<file path="src/rtl/core/bfie_pkg.sv">
// Shared constants, command codes and controller/datapath link types
// for the bit field insert/extract block. No dependencies.
package bfie_pkg;

  // Buffer geometry and field limits
  localparam int BUFFER_BYTES   = 256;
  localparam int MAX_FIELD_BITS = 64;
  localparam int ADDR_W         = $clog2(BUFFER_BYTES);
  localparam int BUFFER_BITS    = BUFFER_BYTES * 8;

  // Span window: up to nine bytes for a 64-bit field at any bit phase
  localparam int WIN_BYTES = 9;
  localparam int WIN_W     = WIN_BYTES * 8;

  // Command codes
  localparam logic [1:0] CMD_WRITE_BYTE = 2'd0;
  localparam logic [1:0] CMD_READ_BYTE  = 2'd1;
  localparam logic [1:0] CMD_INSERT     = 2'd2;
  localparam logic [1:0] CMD_EXTRACT    = 2'd3;

  // Commands from controller to datapath
  typedef struct packed {
    logic load;    // capture the input word
    logic prep;    // build merge data and mask, clear counters
    logic issue;   // read the next buffer byte of the span
    logic align;   // shift the gathered window to the top of the word
    logic finish;  // register the result and raise the strobe
  } bfie_cmd_t;

  // Status from datapath to controller
  typedef struct packed {
    logic skip;    // nothing to touch: out of range or empty field
    logic last;    // this issue reads the final byte of the span
  } bfie_stat_t;

  // Mask with the top len bits of a 64-bit word set
  function automatic logic [63:0] top_mask(input logic [6:0] len);
    top_mask = ~({64{1'b1}} >> len);
  endfunction

endpackage

</file>
<file path="src/rtl/core/bit_field_insert_extract.sv">
// Bit field insert/extract over a zero-reset byte buffer, MSB-first bits.
// Each command is taken when start is high and busy low. The result word
// appears on read_value, byte_count and out_of_range for exactly one cycle
// with done high; the receiver cannot stall it. A field command that spans
// N buffer bytes (N = ceil((bit_offset%8 + field_length)/8), up to 9) reads
// them, and for an insert rewrites them, through the buffer RAM's single read
// and single write port one byte a cycle; a raw byte access touches one byte
// and an out-of-range or empty field none. A new command is taken only once
// the current one has finished. Depends on bfie_pkg, bfie_ctrl, bfie_dp and bfie_ram.
module bit_field_insert_extract
  import bfie_pkg::*;
(
  input  logic        clk,
  input  logic        rst,
  input  logic        start,
  output logic        busy,
  input  logic [1:0]  command,
  input  logic [7:0]  byte_address,
  input  logic [7:0]  write_byte,
  input  logic [10:0] bit_offset,
  input  logic [6:0]  field_length,
  input  logic [63:0] field_value,
  input  logic        right_aligned,
  output logic        done,
  output logic [63:0] read_value,
  output logic [3:0]  byte_count,
  output logic        out_of_range
);

  bfie_cmd_t  cmd;
  bfie_stat_t stat;

  // Sequence the commands
  bfie_ctrl u_ctrl (
    .clk   (clk),
    .rst   (rst),
    .start (start),
    .stat  (stat),
    .cmd   (cmd),
    .busy  (busy)
  );

  // Hold the buffer and compute the result
  bfie_dp u_dp (
    .clk           (clk),
    .rst           (rst),
    .cmd           (cmd),
    .stat          (stat),
    .command       (command),
    .byte_address  (byte_address),
    .write_byte    (write_byte),
    .bit_offset    (bit_offset),
    .field_length  (field_length),
    .field_value   (field_value),
    .right_aligned (right_aligned),
    .read_value    (read_value),
    .byte_count    (byte_count),
    .out_of_range  (out_of_range),
    .done          (done)
  );

endmodule

</file>
<file path="src/rtl/core/bfie_ram.sv">
// Generic single-write, single-read RAM with registered read data.
// No dependencies.
module bfie_ram #(
  parameter int WIDTH = 8,
  parameter int DEPTH = 256
) (
  input  logic                     clk,
  input  logic                     we,
  input  logic [$clog2(DEPTH)-1:0] waddr,
  input  logic [WIDTH-1:0]         wdata,
  input  logic                     re,
  input  logic [$clog2(DEPTH)-1:0] raddr,
  output logic [WIDTH-1:0]         rdata
);

  logic [WIDTH-1:0] mem [DEPTH];

  // Write port
  always_ff @(posedge clk) begin
    if (we) begin
      mem[waddr] <= wdata;
    end
  end

  // Registered read port
  always_ff @(posedge clk) begin
    if (re) begin
      rdata <= mem[raddr];
    end
  end

endmodule

</file>
<file path="src/rtl/core/bfie_ctrl.sv">
// Controller state machine for the bit field insert/extract block.
// Depends on bfie_pkg for the command and status types.
module bfie_ctrl
  import bfie_pkg::*;
(
  input  logic       clk,
  input  logic       rst,
  input  logic       start,
  input  bfie_stat_t stat,
  output bfie_cmd_t  cmd,
  output logic       busy
);

  localparam logic [2:0] ST_IDLE  = 3'd0;
  localparam logic [2:0] ST_PREP  = 3'd1;
  localparam logic [2:0] ST_READ  = 3'd2;
  localparam logic [2:0] ST_WAIT  = 3'd3;
  localparam logic [2:0] ST_ALIGN = 3'd4;
  localparam logic [2:0] ST_FIN   = 3'd5;

  logic [2:0] state;
  logic [2:0] state_next;

  // Hold the state
  always_ff @(posedge clk) begin
    if (rst) begin
      state <= ST_IDLE;
    end else begin
      state <= state_next;
    end
  end

  // Advance through the command sequence
  always_comb begin
    state_next = state;
    cmd        = '0;
    case (state)
      ST_IDLE: begin
        if (start) begin
          cmd.load   = 1'b1;
          state_next = ST_PREP;
        end
      end
      ST_PREP: begin
        cmd.prep   = 1'b1;
        state_next = stat.skip ? ST_ALIGN : ST_READ;
      end
      ST_READ: begin
        cmd.issue = 1'b1;
        if (stat.last) begin
          state_next = ST_WAIT;
        end
      end
      ST_WAIT: begin
        state_next = ST_ALIGN;
      end
      ST_ALIGN: begin
        cmd.align  = 1'b1;
        state_next = ST_FIN;
      end
      ST_FIN: begin
        cmd.finish = 1'b1;
        state_next = ST_IDLE;
      end
      default: begin
        state_next = ST_IDLE;
      end
    endcase
  end

  assign busy = (state != ST_IDLE);

endmodule

</file>
<file path="src/rtl/core/bfie_dp.sv">
// Datapath for the bit field insert/extract block: word capture, span
// read-merge-write over the byte buffer, window alignment and result.
// Depends on bfie_pkg and bfie_ram.
module bfie_dp
  import bfie_pkg::*;
(
  input  logic        clk,
  input  logic        rst,
  input  bfie_cmd_t   cmd,
  output bfie_stat_t  stat,
  input  logic [1:0]  command,
  input  logic [7:0]  byte_address,
  input  logic [7:0]  write_byte,
  input  logic [10:0] bit_offset,
  input  logic [6:0]  field_length,
  input  logic [63:0] field_value,
  input  logic        right_aligned,
  output logic [63:0] read_value,
  output logic [3:0]  byte_count,
  output logic        out_of_range,
  output logic        done
);

  // Captured input word
  logic [1:0]  cmd_q;
  logic [7:0]  addr_q;
  logic [7:0]  wbyte_q;
  logic [10:0] off_q;
  logic [6:0]  len_q;
  logic [63:0] val_q;
  logic        right_q;

  // Span state
  logic [WIN_W-1:0]  fw;      // field data placed in the span window
  logic [WIN_W-1:0]  mw;      // bits of the window that are written
  logic [WIN_W-1:0]  win;     // bytes gathered from the buffer
  logic [3:0]        rd_cnt;  // bytes issued
  logic [3:0]        kt;      // bytes taken back
  logic              dv;      // read data arrives this cycle
  logic [ADDR_W-1:0] ta;      // address of the byte arriving
  logic              vld_q;   // that byte has been written since reset
  logic [63:0]       left;    // field, top-aligned

  logic [BUFFER_BYTES-1:0] valid;

  // Decoded command and span figures
  logic              is_byte;
  logic              is_wr;
  logic              oor;
  logic [3:0]        nb;
  logic [ADDR_W-1:0] start_addr;
  logic [ADDR_W-1:0] rd_addr;
  logic [6:0]        pos;
  logic [7:0]        old_byte;
  logic [7:0]        fwb;
  logic [7:0]        mwb;
  logic [7:0]        ram_rdata;
  logic [7:0]        ram_wdata;
  logic              ram_we;
  logic [63:0]       lv;
  logic [63:0]       tmask;
  logic [WIN_W-1:0]  win_sh;
  logic [19:0]       field_end;

  assign is_byte = (cmd_q == CMD_WRITE_BYTE) || (cmd_q == CMD_READ_BYTE);
  assign is_wr   = (cmd_q == CMD_WRITE_BYTE) || (cmd_q == CMD_INSERT);

  // Range check
  assign field_end = 20'(off_q) + 20'(len_q);
  always_comb begin
    if (is_byte) begin
      oor = ({24'd0, addr_q} >= 32'(BUFFER_BYTES));
    end else begin
      oor = (len_q > 7'(MAX_FIELD_BITS)) || (field_end > 20'(BUFFER_BITS));
    end
  end

  // Bytes spanned and first byte
  always_comb begin
    if (oor) begin
      nb = 4'd0;
    end else if (is_byte) begin
      nb = 4'd1;
    end else if (len_q == 7'd0) begin
      nb = 4'd0;
    end else begin
      nb = 4'((8'(off_q[2:0]) + 8'(len_q) + 8'd7) >> 3);
    end
  end

  assign start_addr = is_byte ? ADDR_W'(addr_q) : ADDR_W'(off_q[10:3]);
  assign rd_addr    = ADDR_W'(start_addr + ADDR_W'(rd_cnt));

  assign stat.skip = (nb == 4'd0);
  assign stat.last = (4'(rd_cnt + 4'd1) == nb);

  // Capture the input word
  always_ff @(posedge clk) begin
    if (cmd.load) begin
      cmd_q   <= command;
      addr_q  <= byte_address;
      wbyte_q <= write_byte;
      off_q   <= bit_offset;
      len_q   <= field_length;
      val_q   <= field_value;
      right_q <= right_aligned;
    end
  end

  // Top-align the value and mask it to the field
  assign tmask = top_mask(len_q);
  assign lv    = (right_q ? (val_q << (7'd64 - len_q)) : val_q) & tmask;

  // Build merge data and mask over the span window
  always_ff @(posedge clk) begin
    if (cmd.prep) begin
      if (cmd_q == CMD_WRITE_BYTE) begin
        fw <= {wbyte_q, 64'd0};
        mw <= {8'hFF, 64'd0};
      end else begin
        fw <= {lv, 8'd0} >> off_q[2:0];
        mw <= {tmask, 8'd0} >> off_q[2:0];
      end
    end
  end

  // Issue counter and read pipeline
  always_ff @(posedge clk) begin
    if (rst) begin
      dv <= 1'b0;
    end else begin
      dv <= cmd.issue;
    end
  end

  always_ff @(posedge clk) begin
    if (cmd.prep) begin
      rd_cnt <= 4'd0;
    end else if (cmd.issue) begin
      rd_cnt <= 4'(rd_cnt + 4'd1);
    end
  end

  always_ff @(posedge clk) begin
    if (cmd.issue) begin
      ta    <= rd_addr;
      vld_q <= valid[rd_addr];
    end
  end

  // Merge the arriving byte with the field; the first byte sits at the top
  assign pos       = {4'(4'd8 - kt), 3'b000};
  assign old_byte  = vld_q ? ram_rdata : 8'd0;
  assign fwb       = fw[pos +: 8];
  assign mwb       = mw[pos +: 8];
  assign ram_wdata = (old_byte & ~mwb) | (fwb & mwb);
  assign ram_we    = dv && is_wr;

  // Gather bytes into the window
  always_ff @(posedge clk) begin
    if (cmd.prep) begin
      kt  <= 4'd0;
      win <= '0;
    end else if (dv) begin
      kt          <= 4'(kt + 4'd1);
      win[pos +: 8] <= old_byte;
    end
  end

  // Mark written entries; unwritten entries read as zero
  always_ff @(posedge clk) begin
    if (rst) begin
      valid <= '0;
    end else if (ram_we) begin
      valid[ta] <= 1'b1;
    end
  end

  bfie_ram #(
    .WIDTH (8),
    .DEPTH (BUFFER_BYTES)
  ) u_ram (
    .clk   (clk),
    .we    (ram_we),
    .waddr (ta),
    .wdata (ram_wdata),
    .re    (cmd.issue),
    .raddr (rd_addr),
    .rdata (ram_rdata)
  );

  // Shift the window so the field starts at the top bit
  assign win_sh = win << off_q[2:0];

  always_ff @(posedge clk) begin
    if (cmd.align) begin
      left <= win_sh[WIN_W-1:8] & tmask;
    end
  end

  // Register the result word
  always_ff @(posedge clk) begin
    if (cmd.finish) begin
      out_of_range <= oor;
      if (oor) begin
        byte_count <= 4'd0;
        read_value <= 64'd0;
      end else begin
        byte_count <= is_byte ? 4'd1 : 4'((8'(len_q) + 8'd7) >> 3);
        case (cmd_q)
          CMD_READ_BYTE: read_value <= {56'd0, win[WIN_W-1 -: 8]};
          CMD_EXTRACT:   read_value <= right_q ? (left >> (7'd64 - len_q)) : left;
          default:       read_value <= 64'd0;
        endcase
      end
    end
  end

  always_ff @(posedge clk) begin
    if (rst) begin
      done <= 1'b0;
    end else begin
      done <= cmd.finish;
    end
  end

endmodule

</file>
<file path="config.mk">
export PLATFORM = sky130hd
export DESIGN_NAME = bit_field_insert_extract
export DESIGN_NICKNAME = d
export VERILOG_FILES = /design/src/rtl/core/bfie_pkg.sv /design/src/rtl/core/bit_field_insert_extract.sv /design/src/rtl/core/bfie_ram.sv /design/src/rtl/core/bfie_ctrl.sv /design/src/rtl/core/bfie_dp.sv
export SDC_FILE = /design/constraint.sdc
export NUM_CORES = 2
export LEC_CHECK = 0
export CELL_PAD_IN_SITES_DETAIL_PLACEMENT = 0
export CELL_PAD_IN_SITES_GLOBAL_PLACEMENT = 1
export CORE_MARGIN = 10
export CORE_UTILIZATION = 32
export DETAILED_ROUTE_END_ITERATION = 10
export DONT_BUFFER_PORTS = 1
export PLACE_DENSITY_LB_ADDON = 0.1
export SETUP_SLACK_MARGIN = 0.15
export SLEW_MARGIN = 20
export SYNTH_ARGS = -nofsm -noshare
export SYNTH_HDL_FRONTEND = slang
export SYNTH_SLANG_ARGS = --single-unit
</file>
<file path="constraint.sdc">
create_clock -name clk -period 14.79 [get_ports clk]
set_clock_uncertainty 0.15 [all_clocks]
set_input_delay 2.958 -clock clk [delete_from_list [all_inputs] [get_ports clk]]
set_output_delay 2.958 -clock clk [all_outputs]
set_load 0.02 [all_outputs]
</file>
# Word level (Yosys, flattened, before mapping)
# Memories as Yosys holds them, arrays and structs flattened. A register that Yosys moved wholly into a read port is not among the register bits.
# Cells that the tools add are included.
[totals] out_inout_bits=71 inputBits=104 memories=1 regBits=728 mem_bits_rw=2048 elab_cells=109
[memory_table] memory="u_dp.u_ram.mem" words=256 word_bits=8 rd=1 rd_ports_with_merged_regs=1 wr=1 line_no="bfie_ram.sv:16" text="logic [WIDTH-1:0] mem [DEPTH];"
[classes] addsub=10 bitwise_logic=8 order_cmp=5 reduce_logical=12 shift=10 n_eq_ne=11 mux=28
[op_table] operator="$or A256 B256 Y256" count=1
[op_table] operator="$shiftx A72 B8 Y8" count=2
[op_table] operator="$shr A72 B3 Y72" count=2
[op_table] operator="$and A64 B64 Y64" count=2
[op_table] operator="$mux W64" count=2
[op_table] operator="$pmux W64 S2" count=1
[op_table] operator="$bwmux W72" count=1
[op_table] operator="$mux W72" count=1
[op_table] operator="$shift A8 B9 Y72 const A" count=1
[op_table] operator="$shiftx A8 B9 Y72" count=1
[op_table] operator="$shl A72 B3 Y72" count=1
[op_table] operator="$not A64 Y64" count=1
[op_table] operator="$shl A64 B7 Y64" count=1
[op_table] operator="$shr A64 B7 Y64" count=1
[op_table] operator="$shr A64 B7 Y64 const A" count=1
[op_table] operator="$gt A20 B12 Y1 const B" count=1
[op_table] operator="$lt A8 B9 Y1 const B" count=2
[op_table] operator="$and A8 B8 Y8" count=2
[op_table] operator="$mux W8" count=2
[op_table] operator="$pmux W3 S5" count=1
[op_table] operator="$add A7 B3 Y7 const B" count=2
[op_table] operator="$add A11 B7 Y12" count=1
[op_table] operator="$mux W1" count=12
[op_table] operator="$mux W4" count=3
[op_table] operator="29 further kinds" count=39

# Logic depth before layout (Yosys ltp)
[logic_depth] ltp_word=8 mapped_depth=25 mapped_depth_nobuf=13

# Cells and area by module
# A second synthesis with hierarchy kept.
[hier_totals] cells_unflattened=8391 area_unflattened_um2=124821.0
[by_module_without_submodules] module="bfie_ram" area_per_inst_um2=79636.4 seq_area_each_um2=61739.2 cells_each=3733 instances=1
[by_module_without_submodules] module="bfie_dp" area_per_inst_um2=44993.2 seq_area_each_um2=18307.6 cells_each=4636 instances=1
[by_module_without_submodules] module="bfie_ctrl" area_per_inst_um2=191.4 seq_area_each_um2=60.1 cells_each=22 instances=1

# Least setup slack after synthesis
# OpenSTA, ideal clock, no wires.
[synth_path] path_type="reg2reg" start="reg u_dp.kt[0]" end="mem u_dp.u_ram.mem[0][0] (data pin)" arrival_ns=10.411 stages_incl_launch_ff=11 setup_slack_ns=2.529 period_less_slack_ns=12.261 setup_ns=1.699 required_ns=12.941 n_path_buf=4 cell_sequence="dfxtp_1 clkbuf_1 clkbuf_1 inv_1 ha_1 clkbuf_1 clkbuf_1 nand2_1 o221ai_1 o211ai_1 a32oi_1"
[synth_between] elab_chain_len=5
[synth_rtl] item="from (decl)" line_no="bfie_dp.sv:38" text="logic [3:0] kt;"
[synth_rtl] item="from (signal assigned)" line_no="bfie_dp.sv:165" text="kt <= 4'(kt + 4'd1);"
[synth_rtl] item="$sub A4 B4 Y4 *" line_no="bfie_dp.sv:152" text="assign pos = {4'(4'd8 - kt), 3'b000};"
[synth_rtl] item="$shiftx A72 B8 Y8" line_no="bfie_dp.sv:155" text="assign mwb = mw[pos +: 8];"
[synth_rtl] item="$not A8 Y8" line_no="bfie_dp.sv:156" text="assign ram_wdata = (old_byte & ~mwb) | (fwb & mwb);"
[synth_rtl] item="$and A8 B8 Y8" line_no="bfie_dp.sv:156"
[synth_rtl] item="$or A8 B8 Y8 *" line_no="bfie_dp.sv:156"
[synth_rtl] item="named net u_dp.ram_wdata[0]" line_no="bfie_dp.sv:58" text="logic [7:0] ram_wdata;"
[synth_rtl] item="to (decl)" line_no="bfie_ram.sv:16"
# The timed path passes the listed nets; every way through them passes the cells marked *.

# Worst setup path after layout
[layout_path] start="reg u_dp.cmd_q[1]" end="reg u_dp.vld_q (data pin)"
[layout_between] elab_chain_len=6
[layout_rtl] item="from (decl)" line_no="bfie_dp.sv:25" text="logic [1:0] cmd_q;"
[layout_rtl] item="from (signal assigned)" line_no="bfie_dp.sv:100" text="cmd_q <= command;"
[layout_rtl] item="$eq A2 B1 Y1 or $logic_not A2 Y1 (tied branches)" line_no="bfie_dp.sv:65" text="assign is_byte = (cmd_q == CMD_WRITE_BYTE) || (cmd_q == CMD_READ_BYTE);"
[layout_rtl] item="$logic_or A1 B1 Y1 *" line_no="bfie_dp.sv:65"
[layout_rtl] item="$mux W8 *" line_no="bfie_dp.sv:91" text="assign start_addr = is_byte ? ADDR_W'(addr_q) : ADDR_W'(off_q[10:3]);"
[layout_rtl] item="$add A8 B4 Y8 *" line_no="bfie_dp.sv:92" text="assign rd_addr = ADDR_W'(start_addr + ADDR_W'(rd_cnt));"
[layout_rtl] item="$bmux W1 S8 *" line_no="bfie_dp.sv:147" text="vld_q <= valid[rd_addr];"
[layout_rtl] item="$mux W1 (implied by the code) *" line_no="bfie_dp.sv:147"
[layout_rtl] item="to (signal assigned)" line_no="bfie_dp.sv:147"
[layout_rtl] item="to (decl)" line_no="bfie_dp.sv:41" text="logic vld_q;"
# Mark *: on every way between the ends. The rest lies on a longest branch, timed or not. The select of a mux whose other input is x is not followed.
# A chain may end at the register's enable or synchronous reset.

==> results.txt <==
- Outcome: finished, final reports clean
* Fraction of power consumed by combinational cells: 41.4%
- The synthesized design spends more area on one cell type than any other, namely edfxtp_1.
* Count of flip-flops with a built-in enable after synthesis: 2,441
* Most common library cell in the layout ignoring fill and taps: edfxtp_1
- TritonCTS clock tree: built
- For this block, wires on met1 add up to 180,000 um.
- The first routing iteration left 6,923 violations.
- The die covers 412,000 um^2.
- STA classifies the critical path startpoint as a flip-flop.
- At the end of routability-driven placement, the weighted congestion stood at 0.923.
* Clock sink count: 2,781
- Once detail routing completed, the nets flagged for antenna violations numbered 0.
- The post-route netlist has 24.3% of its cells at a drive strength greater than 1.
* Sequential standard cell area: 80,100 um^2
- Counting flops with an async set or reset pin after synthesis yields a share of 0%.
- The floorplan step defined a core boundary enclosing 385,000 um^2.
- Using the TritonRoute via totals, the vias-per-cell ratio works out to 5.51.
- The H-tree was split into 5 levels.
* Combined area of the multi-input logic cells: 41,500 um^2
* Fraction of synthesized cell area taken by the top area cell type: 59.2%
- Entering global routing, the biggest net connects 241 pins.
- The slowest stage of the critical path belongs to the cell fa_4.
- Number of filler cells placed in the layout: 36,100
- Net switching component of the power: 12,400 uW
- For this design the static power due to leakage is 0.0451 uW.
* CP endpoint kind: flip-flop
- Global-route wire length before repair: 594,000 um
- Worst min-delay path class: reg -> reg
- Final Max Tran Viols: 0
- The final critical path takes up 47.7% of the cycle.
- After clock tree synthesis, the setup repair step added 0 buffers.
- Overall routed net length: 423,000 um
- Max-Cap Viols: 0
* Count of placed standard cells including taps: 12,400
- After clock tree synthesis, the clock-pin slew on the worst setup and hold paths is 60 ps.
* Most used cell, CP: mux2i_1
- The number of gates resized after CTS was 0.
- Setup repair after global routing missed its margin: false
- After layout, the worst setup slack is 7740 ps.
* Cell at the root of the clock tree: clkbuf_16
- Dividing the synthesized area by the synthesized cell count gives 16.4 um^2.
- In the routed design, unresolved DRC markers number 0.
- Total power: 32,800 uW
* CP Data Required Time: 15,250 ps
- Of the total power, the share spent switching nets is 38.0%.
- Primary flip-flop cell chosen by synthesis mapping: edfxtp_1
- In this run the top signal layer used is met5.
* Synth Net Count: 7,689
* Die width: 642 um
- Largest fanout of any net on the critical path: 118
- The Yosys step of the flow raised 0 warnings.
- Count of input and output buffers: 0
* Total via count after detailed routing: 71,800
- Worst ir drop on vdd: 0.349 mV
- Highest clock rate: 0.142 GHz
* Finished Layout Cells: 13,000
- In the detailed route, the total length drawn on met3 is 18,000 um.
- Adding up every negative setup slack in the final design gives 0 ps.
- For this design, the CTS-stage hold fixing added 0 buffers.
* Synthesized flop and latch total: 2,781
- Dividing the detail-routed wire length by the instance count gives 32.4 um.
- Final Critical Period: 7050 ps
- Seq/Total Area, Yosys: 64.7%
* Most frequent cells in the layout: 2,441 x edfxtp_1, 938 x mux4_2, 656 x nor2_1, 475 x nand2_1, 347 x mux2i_1
- Global routing finished with a remaining overflow of 0.
- Detailed-placement wirelength estimate: 278,000 um
- Clock tree synthesis inserted a total of 320 buffers.
- The later pin in the worst-skew pair is clocked with a latency of 930 ps.
* Instance count of the mapped netlist: 7,557
- The first detailed-routing pass ran for 6 iterations.
- The internal portion of the total power is 20,300 uW.
* Nets@finish: 7,723
* Length of routed met2 wiring: 208,000 um
* Layout-stage area growth over the synthesis result: 14.0%
* Worst Tran Pin Value: 1200 ps
* Cell-by-cell trace of the critical path: buf_4, mux2_2, inv_1, fa_4, buf_4, buf_4, buf_12, mux4_2, mux4_2, mux2i_1, mux2i_1, mux2i_1, mux2i_1
* Setup-violating endpoint count in the final report: 0
* Data arrival at the endpoint of the critical path: 7510 ps
- The die is 642 um tall.
* Total GRT Usage: 19.8%
* Delay of the slowest cell on the worst path: 1270 ps
* Final Hold Vio Count: 0
- Of the total power, registers draw 34.3%.
* Initial cell density of the core: 32.1%
- Power spread over the standard cell area amounts to 232 nW/um^2.
- Buffer levels on the longest clock path: 4
- Measured against its own limit, the worst slew margin works out to 19.8%.
- Antenna violations before repair: 11
* Crit path kind: reg -> reg
- I/O pin count: 175
- At the placement stage, the worst setup path has a slack of 7620 ps.
- The synthesized netlist occupies a cell area of 124,000 um^2.
- Number of rows in the core area: 228
* Via count of the first global-routing pass: 73,300
- The netlist uses 94 different library cells.
- Synth area leaders: edfxtp_1 59%, mux4_2 17%, dfxtp_1 5.5%, mux2i_1 2.8%, nor2_1 2.1%
* Clock network fraction of design power: 24.3%
power by group through the flow:
stage | registers [uW] | logic (uW) | clock network, uW
6_report | 11200 | 13600 | 7960
5_1_grt | 11200 | 14500 | 8470
4_1_cts | 11200 | 13800 | 8170
3_5_place_dp | 11400 | 13800 | 0
3_3_place_gp | 11400 | 13700 | 0
2_1_floorplan | 12200 | 8480 | 0
worst paths after layout:
path	endpoint	slack, ps	startpoint	cells after the start
min reg2reg	u_dp.valid[121]	310	u_dp.valid[121]	1
max reg2reg	u_dp.vld_q	7740	u_dp.cmd_q[1]	13
max	u_dp.vld_q	7740	u_dp.cmd_q[1]	13
min	u_dp.valid[121]	310	u_dp.valid[121]	1
critical path, delay by kind of cell (launching register included):
family,cells,cell delay [ps]
multiplexers,7,2470
buffers and inverters,5,2170
adder cells (fa/ha/maj),1,1270
flip-flops,1,350
synth_stat cells, drive strengths merged (124+ instances only):
cell,n
edfxtp,2441
mux4,941
nor2,699
nand2,477
clkbuf,359
mux2i,348
dfxtp,340
a21oi,279
o21a,264
buf,205
o21ai,178
mux2,124
routing by layer:
metal	vias to the layer above	GRT usage, %
met5	-	0
met4	2	6.86
met3	619	2.37
met2	2108	33.6
met1	38600	26.3
li1	30500	-
logic make-up (layout without fill, tap and decap cells):
family | Yosys count | after routing | share of synthesized area [%]
XOR/XNOR | 37 | 37 | 0.262
flip-flops | 2781 | 2781 | 64.7
adder cells (fa/ha/maj) | 28 | 28 | 0.295
other | 0 | 4 | 0
buffers and inverters | 635 | 937 | 2.16
multiplexers | 1413 | 1413 | 21.1
AO/OA/AOI/OAI | 1182 | 1182 | 6.49
AND/OR/NAND/NOR | 1481 | 1481 | 5.00
registers in the layout, indices dropped and copies added, names as in the netlist, 64 cells and up:
| signal | flops |
|---|---|
| u_dp.val_q | 64 |
| u_dp.fw | 71 |
| u_dp.left | 64 |
| u_dp.u_ram.mem | 2048 |
| u_dp.valid | 256 |
| u_dp.mw | 71 |
| u_dp.win | 71 |
| u_dp.read_value | 64 |
through the flow:
step / hold WS [ps] / cell area [um^2] / utilization [%]
after floorplan: 285 / 124000 / -
after global placement: 291 / 130000 / 33.8
after detailed placement: 298 / 130000 / 33.9
after CTS: 311 / 141000 / 36.6
after global routing: 320 / 141000 / 36.6
final: 308 / 141000 / 36.6
cell type report:
| class | count | area share, % |
|---|---|---|
| Clock inverter | 156 | 1.25 |
| Timing Repair Buffer | 276 | 1.60 |
| Tap cell | 5175 | 4.59 |
| Inverter | 71 | 0.200 |
| Sequential cell | 2781 | 56.8 |
| Antenna cell | 4 | 0.00709 |
| Clock buffer | 434 | 6.19 |
| Multi-Input combinational cell | 4141 | 29.4 |
Note: power is estimated with default switching activity, not from simulation.
